File: src/design/pmfb_pkg.sv
// Shared constants, codes and command types of the page-mode pixel framebuffer.
`timescale 1ns / 1ps
`default_nettype none

package pmfb_pkg;

  // Display geometry: columns of bytes, each page a stack of eight rows.
  localparam int COLUMNS     = 128;
  localparam int PAGES       = 4;
  localparam int ROWS        = PAGES * 8;
  localparam int STORE_DEPTH = COLUMNS * PAGES;
  localparam int STORE_AW    = $clog2(STORE_DEPTH);

  // Selects the bit of a byte from the low row bits.
  localparam logic [2:0] BIT_MASK = 3'h7;

  // Command queue between the front and back parts.
  localparam int CMDQ_DEPTH = 2;
  localparam int CMDQ_AW    = $clog2(CMDQ_DEPTH);

  // Operation codes of an input item.
  typedef enum logic [1:0] {
    OP_WRITE_PIXEL = 2'd0,
    OP_CLEAR_ALL   = 2'd1,
    OP_INVERT      = 2'd2,
    OP_READ_BYTE   = 2'd3
  } op_t;

  // What the back part has to do for one item.
  typedef enum logic [2:0] {
    CMD_WRITE,
    CMD_CLEAR,
    CMD_INVERT,
    CMD_READ,
    CMD_REPORT
  } cmd_kind_t;

  typedef struct packed {
    cmd_kind_t             kind;
    logic [STORE_AW-1:0]   addr;
    logic [2:0]            bit_sel;
    logic                  pixel;
    logic                  oor;
  } cmd_t;

endpackage

`default_nettype wire

File: src/design/pmfb_cmdq.sv
// Short command queue that decouples the front part from the back part.
`timescale 1ns / 1ps
`default_nettype none

module pmfb_cmdq (
  input  logic            clk,
  input  logic            rst_n,
  input  logic            push_valid,
  output logic            push_ready,
  input  pmfb_pkg::cmd_t  push_cmd,
  output logic            pop_valid,
  input  logic            pop_ready,
  output pmfb_pkg::cmd_t  pop_cmd
);
  import pmfb_pkg::*;

  cmd_t               entry_r [CMDQ_DEPTH];
  logic [CMDQ_AW-1:0] wr_ptr_r;
  logic [CMDQ_AW-1:0] wr_ptr_nxt;
  logic [CMDQ_AW-1:0] rd_ptr_r;
  logic [CMDQ_AW-1:0] rd_ptr_nxt;
  logic [CMDQ_AW:0]   count_r;
  logic [CMDQ_AW:0]   count_nxt;
  logic               do_push;
  logic               do_pop;

  assign push_ready = count_r != (CMDQ_AW + 1)'(CMDQ_DEPTH);
  assign pop_valid  = count_r != '0;
  assign pop_cmd    = entry_r[rd_ptr_r];
  assign do_push    = push_valid && push_ready;
  assign do_pop     = pop_valid && pop_ready;

  // Pointer and fill count update.
  always_comb begin
    wr_ptr_nxt = wr_ptr_r;
    rd_ptr_nxt = rd_ptr_r;
    count_nxt  = count_r;
    if (do_push) begin
      wr_ptr_nxt = (wr_ptr_r == CMDQ_AW'(CMDQ_DEPTH - 1)) ? '0 : wr_ptr_r + 1'b1;
    end
    if (do_pop) begin
      rd_ptr_nxt = (rd_ptr_r == CMDQ_AW'(CMDQ_DEPTH - 1)) ? '0 : rd_ptr_r + 1'b1;
    end
    if (do_push && !do_pop) begin
      count_nxt = count_r + 1'b1;
    end else if (do_pop && !do_push) begin
      count_nxt = count_r - 1'b1;
    end
  end

  always_ff @(posedge clk) begin
    if (!rst_n) begin
      wr_ptr_r <= '0;
      rd_ptr_r <= '0;
      count_r  <= '0;
    end else begin
      wr_ptr_r <= wr_ptr_nxt;
      rd_ptr_r <= rd_ptr_nxt;
      count_r  <= count_nxt;
    end
  end

  // Queue entries hold payload only.
  always_ff @(posedge clk) begin
    if (do_push) begin
      entry_r[wr_ptr_r] <= push_cmd;
    end
  end

endmodule

`default_nettype wire

File: config.mk
export PLATFORM = sky130hd
export DESIGN_NAME = pmfb_cmdq
export DESIGN_NICKNAME = d
export VERILOG_FILES = /design/src/design/pmfb_pkg.sv /design/src/design/pmfb_cmdq.sv
export SDC_FILE = /design/constraint.sdc
export NUM_CORES = 1
export LEC_CHECK = 0
export ABC_AREA = 1
export BUFFER_PORTS_ARGS = -buffer_cell sky130_fd_sc_hd__buf_2
export CAP_MARGIN = 20
export CORE_AREA = 5 5 61 63
export DETAILED_ROUTE_END_ITERATION = 16
export DIE_AREA = 0 0 66 68
export GPL_TIMING_DRIVEN = 0
export PLACE_DENSITY = 0.75
export SYNTH_ARGS = -nofsm -noshare
export SYNTH_HDL_FRONTEND = slang
export SYNTH_SLANG_ARGS = --single-unit
export TNS_END_PERCENT = 20
File: constraint.sdc
create_clock -name clk -period 1.93 [get_ports clk]
set_clock_uncertainty 0.1 [all_clocks]
set_input_delay 0.386 -clock clk [delete_from_list [all_inputs] [get_ports clk]]
set_output_delay 0.386 -clock clk [all_outputs]
set_load 0.1 [all_outputs]
; ---- After elaboration in Yosys (flattened, before gate mapping)
; Memory sizes are Yosys's and may differ from the RTL's. A register that Yosys moved wholly into a read port is not among the register bits.
; Index checks and enable logic that the tools add are counted.
[totals]
regBits = 4
latch_bits = 0
mem_bits_rw = 34
mem_bits_ro = 0
input_bits = 21
out_inout_bits = 19
elab_cells = 25
mem_count = 1
[classes]
add_sub_neg = 4
multipliers = 0
div_mod_pow = 0
order_cmp = 0
n_eq_ne = 1
n_shift = 0
muxes = 8
bitwise = 0
reduce_logical = 8
[mem_list]
columns = name, depth, width, rd, rd_ports_with_merged_regs, write_ports, line_no
row1 = entry_r, 2, 17, 1, 1, 1, pmfb_cmdq.sv:17  ; cmd_t entry_r [CMDQ_DEPTH];
[ops]
columns = cell, count
row1 = $mux W1, 6
row2 = $logic_and A1 B1 Y1, 4
row3 = $mux W2, 2
row4 = $reduce_bool A2 Y1, 2
row5 = $add A1 B1 Y1 const B, 2
row6 = $add A2 B1 Y2 const B, 1
row7 = $logic_not A1 Y1, 2
row8 = $ne A2 B2 Y1 const B, 1
row9 = $sub A2 B1 Y2 const B, 1

; ---- Logic depth before layout (Yosys ltp)
; Gate-level depths: netlist of the first run.
[depth]
word_depth = 6
depth_mapped = 11
mapped_depth_nobuf = 11

; ---- Least setup slack after synthesis of the first run
; No wires, ideal clock.
[synth_path]
path_type = flip-flop to flip-flop
startpoint = reg count_r[0]
endpoint = mem entry_r[0][0] in the netlist's numbering, enable pin
setup_ns = 0.391
arrival_time_ns = 2.069
required_time_ns = 1.439
setup_slack_ns = -0.629
stages_incl_launch_ff = 5
path_buffers = 0
period_less_slack_ns = 2.559
path_cell_list = dfxtp_1 -> inv_2 -> nand2_1 -> nand2_1 -> nor2_1
[synth_between]
elab_chain_cells = 4
[synth_rtl]
columns = element, line_no
row1 = from (decl), pmfb_cmdq.sv:22  ; logic [CMDQ_AW:0] count_r;
row2 = from (signal assigned), pmfb_cmdq.sv:59  ; count_r <= count_nxt;
row3 = $ne A2 B2 Y1, pmfb_cmdq.sv:27  ; assign push_ready = count_r != (CMDQ_AW + 1)'(CMDQ_DEPTH);
row4 = named net push_ready, pmfb_cmdq.sv:9  ; output logic push_ready,
row5 = $logic_and A1 B1 Y1, pmfb_cmdq.sv:30  ; assign do_push = push_valid && push_ready;
row6 = $mux W1, pmfb_cmdq.sv:65  ; if (do_push) begin
row7 = $mux W1 (not written as such), pmfb_cmdq.sv:66  ; entry_r[wr_ptr_r] <= push_cmd;
row8 = to (decl), pmfb_cmdq.sv:17
; The timed path passes the listed nets, and every way through them passes these cells.

==> results of run 1 <==
-- metal layers --
| layer | vias to the layer above | wire length, um | GRT usage (%) |
|---|---|---|---|
| met4 | 0 | 60 | 7.61 |
| met1 | 410 | 986 | 13.6 |
| met5 | - | 0 | 0 |
| met2 | 31 | 1380 | 22.5 |
| li1 | 418 | - | - |
| met3 | 7 | 190 | 3.94 |
-- power breakdown --
group	internal (mW)	switching, mW	total [mW]
Clock	0.141	0.256	0.396
Sequential	1.07	0.0492	1.12
Combinational	0.597	1.26	1.86
Total	1.81	1.57	3.38
-- metrics by stage --
step                      area, um^2  util, %  setup TNS [ns]
after global placement          1780     56.0               0
final                           2060     64.8         -0.0517
after floorplan                 1530        -           -2.31
after CTS                       2000     63.0          -0.366
after global routing            2060     64.8          -0.715
after detailed placement        1780     56.0               0
-- timing repair --
| action | 4_1_cts | 5_1_grt |
|---|---|---|
| gates resized for setup | 48 | 8 |
| cloned | 0 | 1 |
| endpoints found under the setup margin | 17 | 33 |
-- registers in the layout (all words and copies together), names as in the netlist, named ones only --
signal,cells
count_r,2
entry_r,34
rd_ptr_r,1
wr_ptr_r,1
-- layout make-up --
class                      count  share of cell area (%)
tap                           46                    2.79
sequential                    39                    54.5
clock inverter                 2                   0.608
multi-input combinational     41                    16.8
timing repair buffer          40                    20.1
clock buffer                   6                    2.00
inverter                       8                    1.46
buffer                         2                    1.70
-- worst max-delay path: stages (launching register included) --
cell,delay (ns)
dfxtp_2,0.35
buf_8,0.14
clkbuf_16,0.15
mux2_4,0.31
buf_12,0.17
-- final timing paths --
path | slack (ns) | cells past startpoint | to
max | -0.01 | 4 | pop_cmd[13]
min | 0.12 | 1 | entry_r[0][4]$_DFFE_PP_
max reg2reg | 0.14 | 4 | entry_r[0][8]$_DFFE_PP_
min reg2reg | 0.43 | 2 | rd_ptr_r$_SDFFE_PN0P_
-- cells by family (layout without fill, tap and decap cells) --
family	count (synthesis)	in the layout	synth area share, %
AOI/OAI and AO/OA	4	4	1.48
adders and majority gates	1	1	0.822
buffers and inverters	10	58	4.03
DFF	39	39	73.7
muxes	17	17	15.0
and+or+nand+nor	19	19	4.93
-- cell usage in the layout (no fill, tap or decap) --
cell	instances
clkbuf_4	5
nand4_1	1
a21oi_1	1
buf_2	22
edfxtp_1	34
buf_12	11
dfxtp_2	1
clkbuf_16	1
mux2_4	10
ha_1	1
nor2_2	2
inv_2	1
dfxtp_1	4
buf_6	7
inv_1	7
o21a_1	1
nand3_1	1
nand2_2	1
nand2_1	8
nor2_1	6
o21ai_0	2
mux2_2	7
clkbuf_1	1
clkinvlp_4	1
clkinv_2	1
buf_8	1
==> impl_table.tex, run 1 <==
\begin{tabular}{lr}
\hline
Metric & Value \\
\hline
\multicolumn{2}{l}{\textbf{Synthesis}} \\
\quad Top cells by instance count after synthesis & edfxtp\_1 (34), mux2\_4 (10), nand2\_1 (9) \\
\quad Cell types with the largest area share after synthesis & edfxtp\_1 (67\%), mux2\_4 (9.9\%), dfxtp\_1 (6.6\%) \\
\quad Cell with the most instances after synthesis & edfxtp\_1 \\
\quad Number of flip-flops and latches in the synthesized netlist & 39 \\
\quad Portion of synthesized cell area occupied by the leading cell type & between 60\% and 70\% \\
\quad Synth Net Count & 112 \\
\quad Part of the Yosys area used for sequential elements & approximately three quarters \\
\quad Ys async rst share & 0\% \\
\quad Most used DFF post-synth & edfxtp\_1 \\
\quad Post-Syn Area per Cell & around 17 um\^{}2 \\
\quad Cell Area, Synth & roughly 1500 um\^{}2 \\
\quad Yosys warns & 0 \\
\quad Cell type with the largest total area after synthesis & edfxtp\_1 \\
\quad Netlist cell types & 16 \\
\quad Number of synthesized flops with an enable pin & 34 \\
\quad Synthesized instance count & 90 \\
\multicolumn{2}{l}{\textbf{Timing}} \\
\quad Headroom to the max-slew limit & 41.7\% \\
\quad Final period util & 101\% \\
\quad Min setup slack post-route & -0.0136 ns \\
\quad Worst-Margin Slew & 0.874 ns \\
\quad Final hold slack & approximately 0.12 ns \\
\quad Total count of hold-check failures in the final report & 0 \\
\quad Setup repair after global routing missed its margin & true \\
\quad Fmax & about 0.51 GHz \\
\quad Slew Limit Fails & 0 \\
\quad Final min period & slightly below 2 ns \\
\quad Count of endpoints failing setup in the final report & 5 \\
\multicolumn{2}{l}{\textbf{Floorplanning}} \\
\quad Width of the chip & $\sim$66 um \\
\quad Number of I/O pins & 40 \\
\quad Starting density of the core & a little under half \\
\quad Core area & $\sim$3200 um\^{}2 \\
\quad Area of the die & $\sim$4500 um\^{}2 \\
\quad Total number of placement rows & 21 \\
\quad Vertical die dimension & $\sim$68 um \\
\multicolumn{2}{l}{\textbf{Worst setup path}} \\
\quad Critical Path RT & between 1 and 1.5 ns \\
\quad Worst Path Max Fanout & 9 \\
\quad Launching element type of the critical path & register \\
\quad Worst Path Class, Setup & register to output port \\
\quad Type of destination of the critical path & output port \\
\quad Worst path arrival time & between 1 and 1.5 ns \\
\quad Launch point of the worst reg-to-reg path & count\_r[0]\$\_SDFFE\_PN0P\_ \\
\multicolumn{2}{l}{\textbf{Placed design}} \\
\quad Placer's final routability congestion estimate & 0.616 \\
\quad Placed instance count & between 150 and 200 \\
\quad Number of buffer cells added on primary ports & 39 \\
\quad Post-placement setup slack & 0.122 ns \\
\multicolumn{2}{l}{\textbf{GRT}} \\
\quad Via count of the first global-routing pass & about 950 \\
\quad Pin count of the biggest net entering global routing & 18 \\
\quad Global-route usage over all layers & 12.8\% \\
\quad Initial antenna violation count & 0 \\
\quad Wire length of the first global-routing pass & between 4 and 5 mm \\
\quad Total grt overflow & 0 \\
\multicolumn{2}{l}{\textbf{Routing}} \\
\quad Initial DRC count & 12 \\
\quad Antenna-violating nets left & 0 \\
\quad Drt drc & 0 \\
\quad Count of TritonRoute iterations in the first routing pass & 2 \\
\quad Drt via density & 4.71 \\
\quad Detailed-route via count & just under 900 \\
\quad Routed wire length per instance & 14.3 um \\
\quad Final wirelength & approximately 2.6 mm \\
\multicolumn{2}{l}{\textbf{Layout}} \\
\quad Fill cell total of the finished layout & 230 \\
\quad Area of the multi-input gates & 347 um\^{}2 \\
\quad FF+latch area & approximately 1100 um\^{}2 \\
\quad Fraction of layout instances using a drive strength above 1 & about 50\% \\
\quad Final standard cell count with taps included and fillers excluded & $\sim$180 \\
\quad Antenna diode count & 0 \\
\quad Area growth, synth to finish & 35.4\% \\
\quad Fin nets & roughly 160 \\
\multicolumn{2}{l}{\textbf{Clocking}} \\
\quad Clock latency of the later-clocked register in the worst-skew pair & between 0.3 and 0.4 ns \\
\quad Sinks on the clock net & 39 \\
\quad Clock transition time at the flip-flop clock pins of the worst setup and hold paths & around 0.11 ns \\
\quad Number of H-tree levels & 2 \\
\quad Number of buffers created by CTS & 5 \\
\quad CTS tree & yes \\
\quad Longest Clk Path Bufs & 2 \\
\quad Post-cts hold buffer count & 0 \\
\quad Number of buffers added for setup after CTS & 0 \\
\quad Root Driver & clkbuf\_4 \\
\multicolumn{2}{l}{\textbf{Power}} \\
\quad Static leakage & 0.821 nW \\
\quad Maximum VDD drop & 1.35 mV \\
\quad Total power per unit cell area & between 1500 and 2000 nW/um\^{}2 \\
\quad Power Total & 3.38 mW \\
\multicolumn{2}{l}{\textbf{Outcome}} \\
\quad Status & finished with violations \\
\quad Violated checks & negative setup slack \\
\multicolumn{2}{l}{\textbf{Min path}} \\
\quad Startpoint of the lowest-slack hold path & push\_cmd[4] \\
\quad Type of the worst min-delay path & input port to register \\
\multicolumn{2}{l}{\textbf{Run}} \\
\quad Max-capacitance violation count & 0 \\
\hline
\end{tabular}
Note: power is estimated with default switching activity, not from simulation.
==> run 2, diff against run 1 <==
--- a/config.mk
+++ b/config.mk
@@ -8,11 +8,11 @@
 export ABC_AREA = 1
 export BUFFER_PORTS_ARGS = -buffer_cell sky130_fd_sc_hd__buf_2
 export CAP_MARGIN = 20
-export CORE_AREA = 5 5 61 63
+export CORE_AREA = 5 5 48 81
 export DETAILED_ROUTE_END_ITERATION = 16
-export DIE_AREA = 0 0 66 68
+export DIE_AREA = 0 0 53 86
 export GPL_TIMING_DRIVEN = 0
-export PLACE_DENSITY = 0.75
+export PLACE_DENSITY = 0.74
 export SYNTH_ARGS = -nofsm -noshare
 export SYNTH_HDL_FRONTEND = slang
 export SYNTH_SLANG_ARGS = --single-unit
==> run 2 against run 1 <==
  * The flow now finishes without violations
  * First-iteration DRC count up 92%
  * Design area down 5.2%
  * Global-route usage about the same
  * Sequential power about the same
  * Non-clock buffer count down 1
  * Final cell count down 2.2%
  * Largest power group unchanged
==> impl_table.tex, run 2 (synthesis gave the netlist of run 1 again) <==
\begin{tabular}{lr}
\hline
Metric & Value \\
\hline
\multicolumn{2}{l}{\textbf{Timing}} \\
\quad Final period util & 97.0\% (-3.7 points) \\
\quad Headroom to the max-slew limit & 38.9\% (-2.7 points) \\
\quad Final hold slack & 0.188 ns (+0.0630 ns) \\
\quad Slew Limit Fails & 0 (unchanged) \\
\quad Final min period & 1.87 ns (-0.0719 ns) \\
\quad Worst-Margin Slew & 0.915 ns (+0.0407 ns) \\
\quad Fmax & 0.534 GHz (+3.8\%) \\
\quad Setup repair after global routing missed its margin & true \\
\quad Count of endpoints failing setup in the final report & 0 (-5) \\
\quad Total count of hold-check failures in the final report & 0 (unchanged) \\
\multicolumn{2}{l}{\textbf{GRT}} \\
\quad Layer with the highest usage & met2 \\
\quad Wire length of the first global-routing pass & 4.06 mm (-1.2\%) \\
\quad Via count of the first global-routing pass & 918 (-3.0\%) \\
\quad Total grt overflow & 0 (unchanged) \\
\quad Initial antenna violation count & 0 (unchanged) \\
\quad Global-route usage over all layers & 12.8\% (-0.016 points) \\
\quad Global routing met3 resource utilization & 5.22\% (+1.3 points) \\
\quad Met1 Resource Use GR & 11.6\% (-2.0 points) \\
\quad GR Layer Usage met2 & 22.9\% (+0.32 points) \\
\quad Pin count of the biggest net entering global routing & 18 (unchanged) \\
\multicolumn{2}{l}{\textbf{Clocking}} \\
\quad Longest Clk Path Bufs & 2 (unchanged) \\
\quad Clock transition time at the flip-flop clock pins of the worst setup and hold paths & 0.07 ns (-0.04 ns) \\
\quad Number of buffers added for setup after CTS & 0 (unchanged) \\
\quad Clock latency of the later-clocked register in the worst-skew pair & 0.28 ns (-0.06 ns) \\
\quad CTS tree & yes \\
\quad Sinks on the clock net & 39 (unchanged) \\
\quad Root Driver & clkbuf\_8 \\
\quad Number of H-tree levels & 2 (unchanged) \\
\quad Number of buffers created by CTS & 5 (unchanged) \\
\multicolumn{2}{l}{\textbf{Layout}} \\
\quad Fin nets & 158 (-0.63\%) \\
\quad Final standard cell count with taps included and fillers excluded & 180 (-2.2\%) \\
\quad Top reg by flops & entry\_r \\
\quad Antenna diode count & 0 (unchanged) \\
\quad Commonest cells after routing, fill and taps aside & edfxtp\_1 (34), buf\_2 (28), mux2\_4 (10) \\
\quad Number of flip-flops in the largest register & 34 (unchanged) \\
\quad Area growth, synth to finish & 28.4\% \\
\quad Largest regs & entry\_r (34), count\_r (2) \\
\quad Most common cell after layout, fill and taps aside & edfxtp\_1 \\
\quad Fraction of layout instances using a drive strength above 1 & 50.4\% (-1.1 points) \\
\multicolumn{2}{l}{\textbf{Worst setup path}} \\
\quad Worst Path Class, Setup & register to output port \\
\quad CP max stage delay & 0.33 ns (-0.02 ns) \\
\quad Worst path cell trace & buf\_6, buf\_12, mux2\_4, buf\_8 \\
\quad Critical Path RT & 1.44 ns (about the same) \\
\quad Type of destination of the critical path & output port \\
\quad Worst path slowest cell & dfxtp\_2 \\
\quad Launching element type of the critical path & register \\
\quad Worst path arrival time & 1.39 ns (-0.07 ns) \\
\quad Worst Path Max Fanout & 10 (+1) \\
\multicolumn{2}{l}{\textbf{Floorplanning}} \\
\quad Area of the die & 4560 um\^{}2 (+1.6\%) \\
\quad Vertical die dimension & 86 um (+26\%) \\
\quad Total number of placement rows & 27 (+29\%) \\
\quad Width of the chip & 53 um (-20\%) \\
\quad Core area & 3140 um\^{}2 (-1.2\%) \\
\quad Starting density of the core & 48.4\% (+0.57 points) \\
\quad Number of I/O pins & 40 (unchanged) \\
\multicolumn{2}{l}{\textbf{Placed design}} \\
\quad Number of buffer cells added on primary ports & 39 (unchanged) \\
\quad Placed instance count & 172 (-1.7\%) \\
\quad Half-perimeter wire length after detailed placement & 1.94 mm \\
\quad Placer's final routability congestion estimate & 0.709 (+15\%) \\
\multicolumn{2}{l}{\textbf{Routing}} \\
\quad Drt via density & 4.68 (-0.49\%) \\
\quad Final wirelength & 2.61 mm (-0.53\%) \\
\quad Routed wire length per instance & 14.5 um (+1.7\%) \\
\quad Initial DRC count & 23 (+11) \\
\quad Count of TritonRoute iterations in the first routing pass & 2 (unchanged) \\
\quad Antenna-violating nets left & 0 (unchanged) \\
\quad Detailed-route via count & 843 (-2.7\%) \\
\quad Drt drc & 0 (unchanged) \\
\multicolumn{2}{l}{\textbf{Power}} \\
\quad Maximum VDD drop & 1.55 mV (+15\%) \\
\quad Static leakage & 0.786 nW (-4.3\%) \\
\quad Total power per unit cell area & 1690 nW/um\^{}2 (+3.1\%) \\
\multicolumn{2}{l}{\textbf{Outcome}} \\
\quad Status & finished clean \\
\multicolumn{2}{l}{\textbf{Run}} \\
\quad Max-capacitance violation count & 0 (unchanged) \\
\multicolumn{2}{l}{\textbf{Min path}} \\
\quad Type of the worst min-delay path & input port to register \\
\hline
\end{tabular}
==> run 2: worst max-delay path, delay by kind of cell, from the launching register on <==
kind                   cells  cell delay, ns
buffers and inverters      3            0.47
DFF                        1            0.33
muxes                      1            0.31
==> run 2: final timing paths <==
path	from	to	slack, ns	cells after the start
max	register	pop_cmd[12]	0.06	4
min	push_cmd[15]	entry_r[1][15]$_DFFE_PP_	0.19	1
max reg2reg	count_r[0]$_SDFFE_PN0P_	entry_r[1][7]$_DFFE_PP_	0.12	4
min reg2reg	wr_ptr_r$_SDFFE_PN0P_	wr_ptr_r$_SDFFE_PN0P_	0.42	2
==> run 2: through the flow <==
step / utilization (%) / total power [mW] / instance area [um^2] / setup WS, ns / setup TNS, ns
2_1_floorplan: - / 2.48 / 1530 / -0.0679 / -2.31
3_3_place_gp: 56.6 / 2.65 / 1780 / 0.205 / 0
3_5_place_dp: 56.6 / 2.70 / 1780 / 0.115 / 0
4_1_cts: 61.2 / 3.28 / 1920 / 0.0180 / 0
5_1_grt: 62.2 / 3.44 / 1950 / -0.0124 / -0.0922
6_report: 62.2 / 3.30 / 1950 / 0.0583 / 0
==> run 2: report_power, final <==
group	total, mW	internal (mW)	switching [mW]	leakage, nW
Sequential	1.13	1.07	0.0520	0.359
Clock	0.503	0.248	0.255	0.0426
Combinational	1.67	0.439	1.23	0.385
Total	3.30	1.76	1.54	0.786
==> run 2: cell type report <==
type                       count  area (um^2)
fill                         239         1190
sequential                    39         1120
multi-input combinational     41          347
timing repair buffer          39          288
clock buffer                   6         72.6
tap                           43         53.8
buffer                         2         31.3
inverter                       8         30.0
clock inverter                 2         8.76
==> run 2: layer usage <==
metal,part of all wire (%),up-vias
li1,-,411
met1,34,394
met2,57,32
met3,7.3,6
met4,2.3,0
met5,0,-
==> run 2: repair_timing <==
| action | in CTS | in global routing |
|---|---|---|
| hold buffers | 0 | 0 |
| endpoints found under the setup margin | 10 | 27 |
| hold endpoints to repair | 0 | 0 |
| resized for setup | 20 | 9 |
==> run 3, diff against run 2 <==
--- a/config.mk
+++ b/config.mk
@@ -6,13 +6,14 @@
 export NUM_CORES = 1
 export LEC_CHECK = 0
 export ABC_AREA = 1
+export ABC_CLOCK_PERIOD_IN_PS = 1930
 export BUFFER_PORTS_ARGS = -buffer_cell sky130_fd_sc_hd__buf_2
 export CAP_MARGIN = 20
-export CORE_AREA = 5 5 48 81
+export CORE_AREA = 5 5 50 85
 export DETAILED_ROUTE_END_ITERATION = 16
-export DIE_AREA = 0 0 53 86
+export DIE_AREA = 0 0 55 90
 export GPL_TIMING_DRIVEN = 0
-export PLACE_DENSITY = 0.74
+export PLACE_DENSITY = 0.68
 export SYNTH_ARGS = -nofsm -noshare
 export SYNTH_HDL_FRONTEND = slang
 export SYNTH_SLANG_ARGS = --single-unit
==> run 3 against run 2 <==
  * Register-to-register slack improved by 0.03 ns
  * Via count rose by 3.6%
  * Critical path type unchanged
  * Die area rose by 8.6%
  * First-iteration DRC count fell by 30%
==> impl_table.tex, run 3 (synthesis gave the netlist of run 1 again) <==
\begin{tabular}{lr}
\hline
Metric & Value \\
\hline
\multicolumn{2}{l}{\textbf{Timing}} \\
\quad Setup\_tns & 0 ns (unchanged) \\
\quad Setup repair after global routing missed its margin & true \\
\quad Final period util & 97.3\% (+0.35 points) \\
\quad Worst-Margin Slew & 0.874 ns (-0.0407 ns) \\
\quad Headroom to the max-slew limit & 41.7\% (+2.7 points) \\
\quad Count of endpoints failing setup in the final report & 0 (unchanged) \\
\quad Final min period & 1.88 ns (+0.00668 ns) \\
\quad Slew Limit Fails & 0 (unchanged) \\
\quad Fmax & 0.532 GHz (-0.36\%) \\
\quad Total count of hold-check failures in the final report & 0 (unchanged) \\
\quad Min setup slack post-route & 0.0516 ns (-0.00668 ns) \\
\multicolumn{2}{l}{\textbf{GRT}} \\
\quad Initial antenna violation count & 0 (unchanged) \\
\quad Global-route usage over all layers & 11.3\% (-1.5 points) \\
\quad Wire length of the first global-routing pass & 4.02 mm (-0.86\%) \\
\quad Via count of the first global-routing pass & 956 (+4.1\%) \\
\quad Pin count of the biggest net entering global routing & 18 (unchanged) \\
\quad Total grt overflow & 0 (unchanged) \\
\multicolumn{2}{l}{\textbf{Layout}} \\
\quad Area growth, synth to finish & 26.6\% \\
\quad Fin nets & 158 (unchanged) \\
\quad Number of flip-flops in the largest register & 34 (unchanged) \\
\quad Largest regs & entry\_r (34), count\_r (2) \\
\quad Fraction of layout instances using a drive strength above 1 & 49.6\% (-0.73 points) \\
\quad Commonest cells after routing, fill and taps aside & edfxtp\_1 (34), buf\_2 (29), buf\_6 (11) \\
\quad Antenna diode count & 0 (unchanged) \\
\quad Top reg by flops & entry\_r \\
\quad Fill cell total of the finished layout & 301 (+26\%) \\
\quad Most common cell after layout, fill and taps aside & edfxtp\_1 \\
\multicolumn{2}{l}{\textbf{Worst setup path}} \\
\quad Worst Path Class, Setup & register to output port \\
\quad Register-to-register setup slack & 0.15 ns (+0.03 ns) \\
\quad Capturing point of the worst reg2reg path & entry\_r[1][5]\$\_DFFE\_PP\_ \\
\quad Launching element type of the critical path & register \\
\quad Launch point of the worst reg-to-reg path & count\_r[0]\$\_SDFFE\_PN0P\_ \\
\quad Type of destination of the critical path & output port \\
\quad Worst path arrival time & 1.39 ns (about the same) \\
\quad Critical Path RT & 1.44 ns (about the same) \\
\quad Worst Path Max Fanout & 10 (unchanged) \\
\quad Worst R2R Path Depth & 4 (unchanged) \\
\multicolumn{2}{l}{\textbf{Placed design}} \\
\quad Number of buffer cells added on primary ports & 39 (unchanged) \\
\quad Placer's final routability congestion estimate & 0.690 (-2.7\%) \\
\quad Half-perimeter wire length after detailed placement & 1.85 mm (-4.8\%) \\
\quad Post-placement setup slack & 0.140 ns (+0.0250 ns) \\
\multicolumn{2}{l}{\textbf{Routing}} \\
\quad Final wirelength & 2.49 mm (-4.5\%) \\
\quad Routed wire length per instance & 13.6 um (-6.1\%) \\
\quad Drt via density & 4.77 (+1.9\%) \\
\quad Detailed-route via count & 873 (+3.6\%) \\
\quad Antenna-violating nets left & 0 (unchanged) \\
\quad Drt drc & 0 (unchanged) \\
\quad Initial DRC count & 16 (-30\%) \\
\quad Count of TritonRoute iterations in the first routing pass & 4 (+2) \\
\multicolumn{2}{l}{\textbf{Min path}} \\
\quad Worst hold path depth & 1 (unchanged) \\
\quad Type of the worst min-delay path & input port to register \\
\quad Startpoint of the lowest-slack hold path & push\_cmd[15] \\
\quad Hold EP & entry\_r[0][15]\$\_DFFE\_PP\_ \\
\multicolumn{2}{l}{\textbf{Floorplanning}} \\
\quad Area of the die & 4950 um\^{}2 (+8.6\%) \\
\quad Core area & 3520 um\^{}2 (+12\%) \\
\quad Starting density of the core & 43.2\% (-5.2 points) \\
\quad Width of the chip & 55 um (+3.8\%) \\
\quad Vertical die dimension & 90 um (+4.7\%) \\
\quad Number of I/O pins & 40 (unchanged) \\
\quad Total number of placement rows & 29 (+7.4\%) \\
\multicolumn{2}{l}{\textbf{Clocking}} \\
\quad Post-cts hold buffer count & 0 (unchanged) \\
\quad Root Driver & clkbuf\_8 \\
\quad Sinks on the clock net & 39 (unchanged) \\
\quad Clock latency of the later-clocked register in the worst-skew pair & 0.28 ns (about the same) \\
\quad Number of H-tree levels & 2 (unchanged) \\
\quad Clock transition time at the flip-flop clock pins of the worst setup and hold paths & 0.07 ns (about the same) \\
\quad Number of buffers created by CTS & 5 (unchanged) \\
\quad Longest Clk Path Bufs & 2 (unchanged) \\
\quad Number of buffers added for setup after CTS & 0 (unchanged) \\
\quad CTS tree & yes \\
\multicolumn{2}{l}{\textbf{Run}} \\
\quad Max-capacitance violation count & 0 (unchanged) \\
\multicolumn{2}{l}{\textbf{Outcome}} \\
\quad Status & finished clean \\
\hline
\end{tabular}
==> run 3: cell count changes in the layout (fill, tap and decap cells not counted), sizes merged <==
| cell | change |
|---|---|
| buf | +1 |
| clkinv | -1 |
==> run 3: metrics by stage <==
step | util (%) | area (um^2) | hold slack (ns) | std cells
global route | 54.7 | 1930 | 0.180 | 183
global placement | 50.6 | 1780 | 0.385 | 175
floorplan | - | 1530 | 0.367 | 90
detailed placement | 50.6 | 1780 | 0.394 | 175
finish | 54.7 | 1930 | 0.191 | 183
CTS | 54.7 | 1930 | 0.184 | 183
==> run 3: metal layers <==
metal	GRT usage (%)	vias to the layer above	share of wire (%)
li1	-	411	-
met1	9.38	423	31
met2	20.8	32	60
met3	4.30	7	6.6
met4	5.68	0	2.0
met5	0	-	0
==> run 3: worst max path at each step <==
stage | slack (ns) | start | to
final | 0.05 | register | pop_cmd[15]
after global routing | -0.005 | count_r[0]$_SDFFE_PN0P_ | entry_r[0][3]$_DFFE_PP_
after CTS | 0.03 | register | pop_cmd[11]
after detailed placement | 0.14 | count_r[0]$_SDFFE_PN0P_ | entry_r[1][13]$_DFFE_PP_
after global placement | 0.20 | push_valid | entry_r[1][6]$_DFFE_PP_
after floorplan | -0.07 | count_r[0]$_SDFFE_PN0P_ | entry_r[0][0]$_DFFE_PP_
==> run 3: critical path, cell delays in order (launching register included) <==
cell and delay, ns:
dfxtp_1 0.32, buf_6 0.14, buf_12 0.15, mux2_4 0.31
buf_6 0.19
==> run 3: layout make-up <==
| class | count | area (um^2) | share of cell area (%) |
|---|---|---|---|
| clock inverter | 1 | 5.00 | 0.260 |
| tap | 46 | 57.6 | 2.99 |
| timing repair buffer | 39 | 258 | 13.4 |
| clock buffer | 7 | 76.3 | 3.96 |
| inverter | 8 | 30.0 | 1.56 |
| sequential | 39 | 1120 | 58.2 |
| multi-input combinational | 41 | 347 | 18.0 |
| buffer | 2 | 31.3 | 1.62 |
==> run 3: timing repair <==
action                     4_1_cts  5_1_grt
cloned                           0        0
setup endpoints to repair       10        7
gates resized for setup         20        0
Power of run 3 is not shown: default switching activity piles up to over one toggle a cycle in this logic, so the estimate is an artifact.
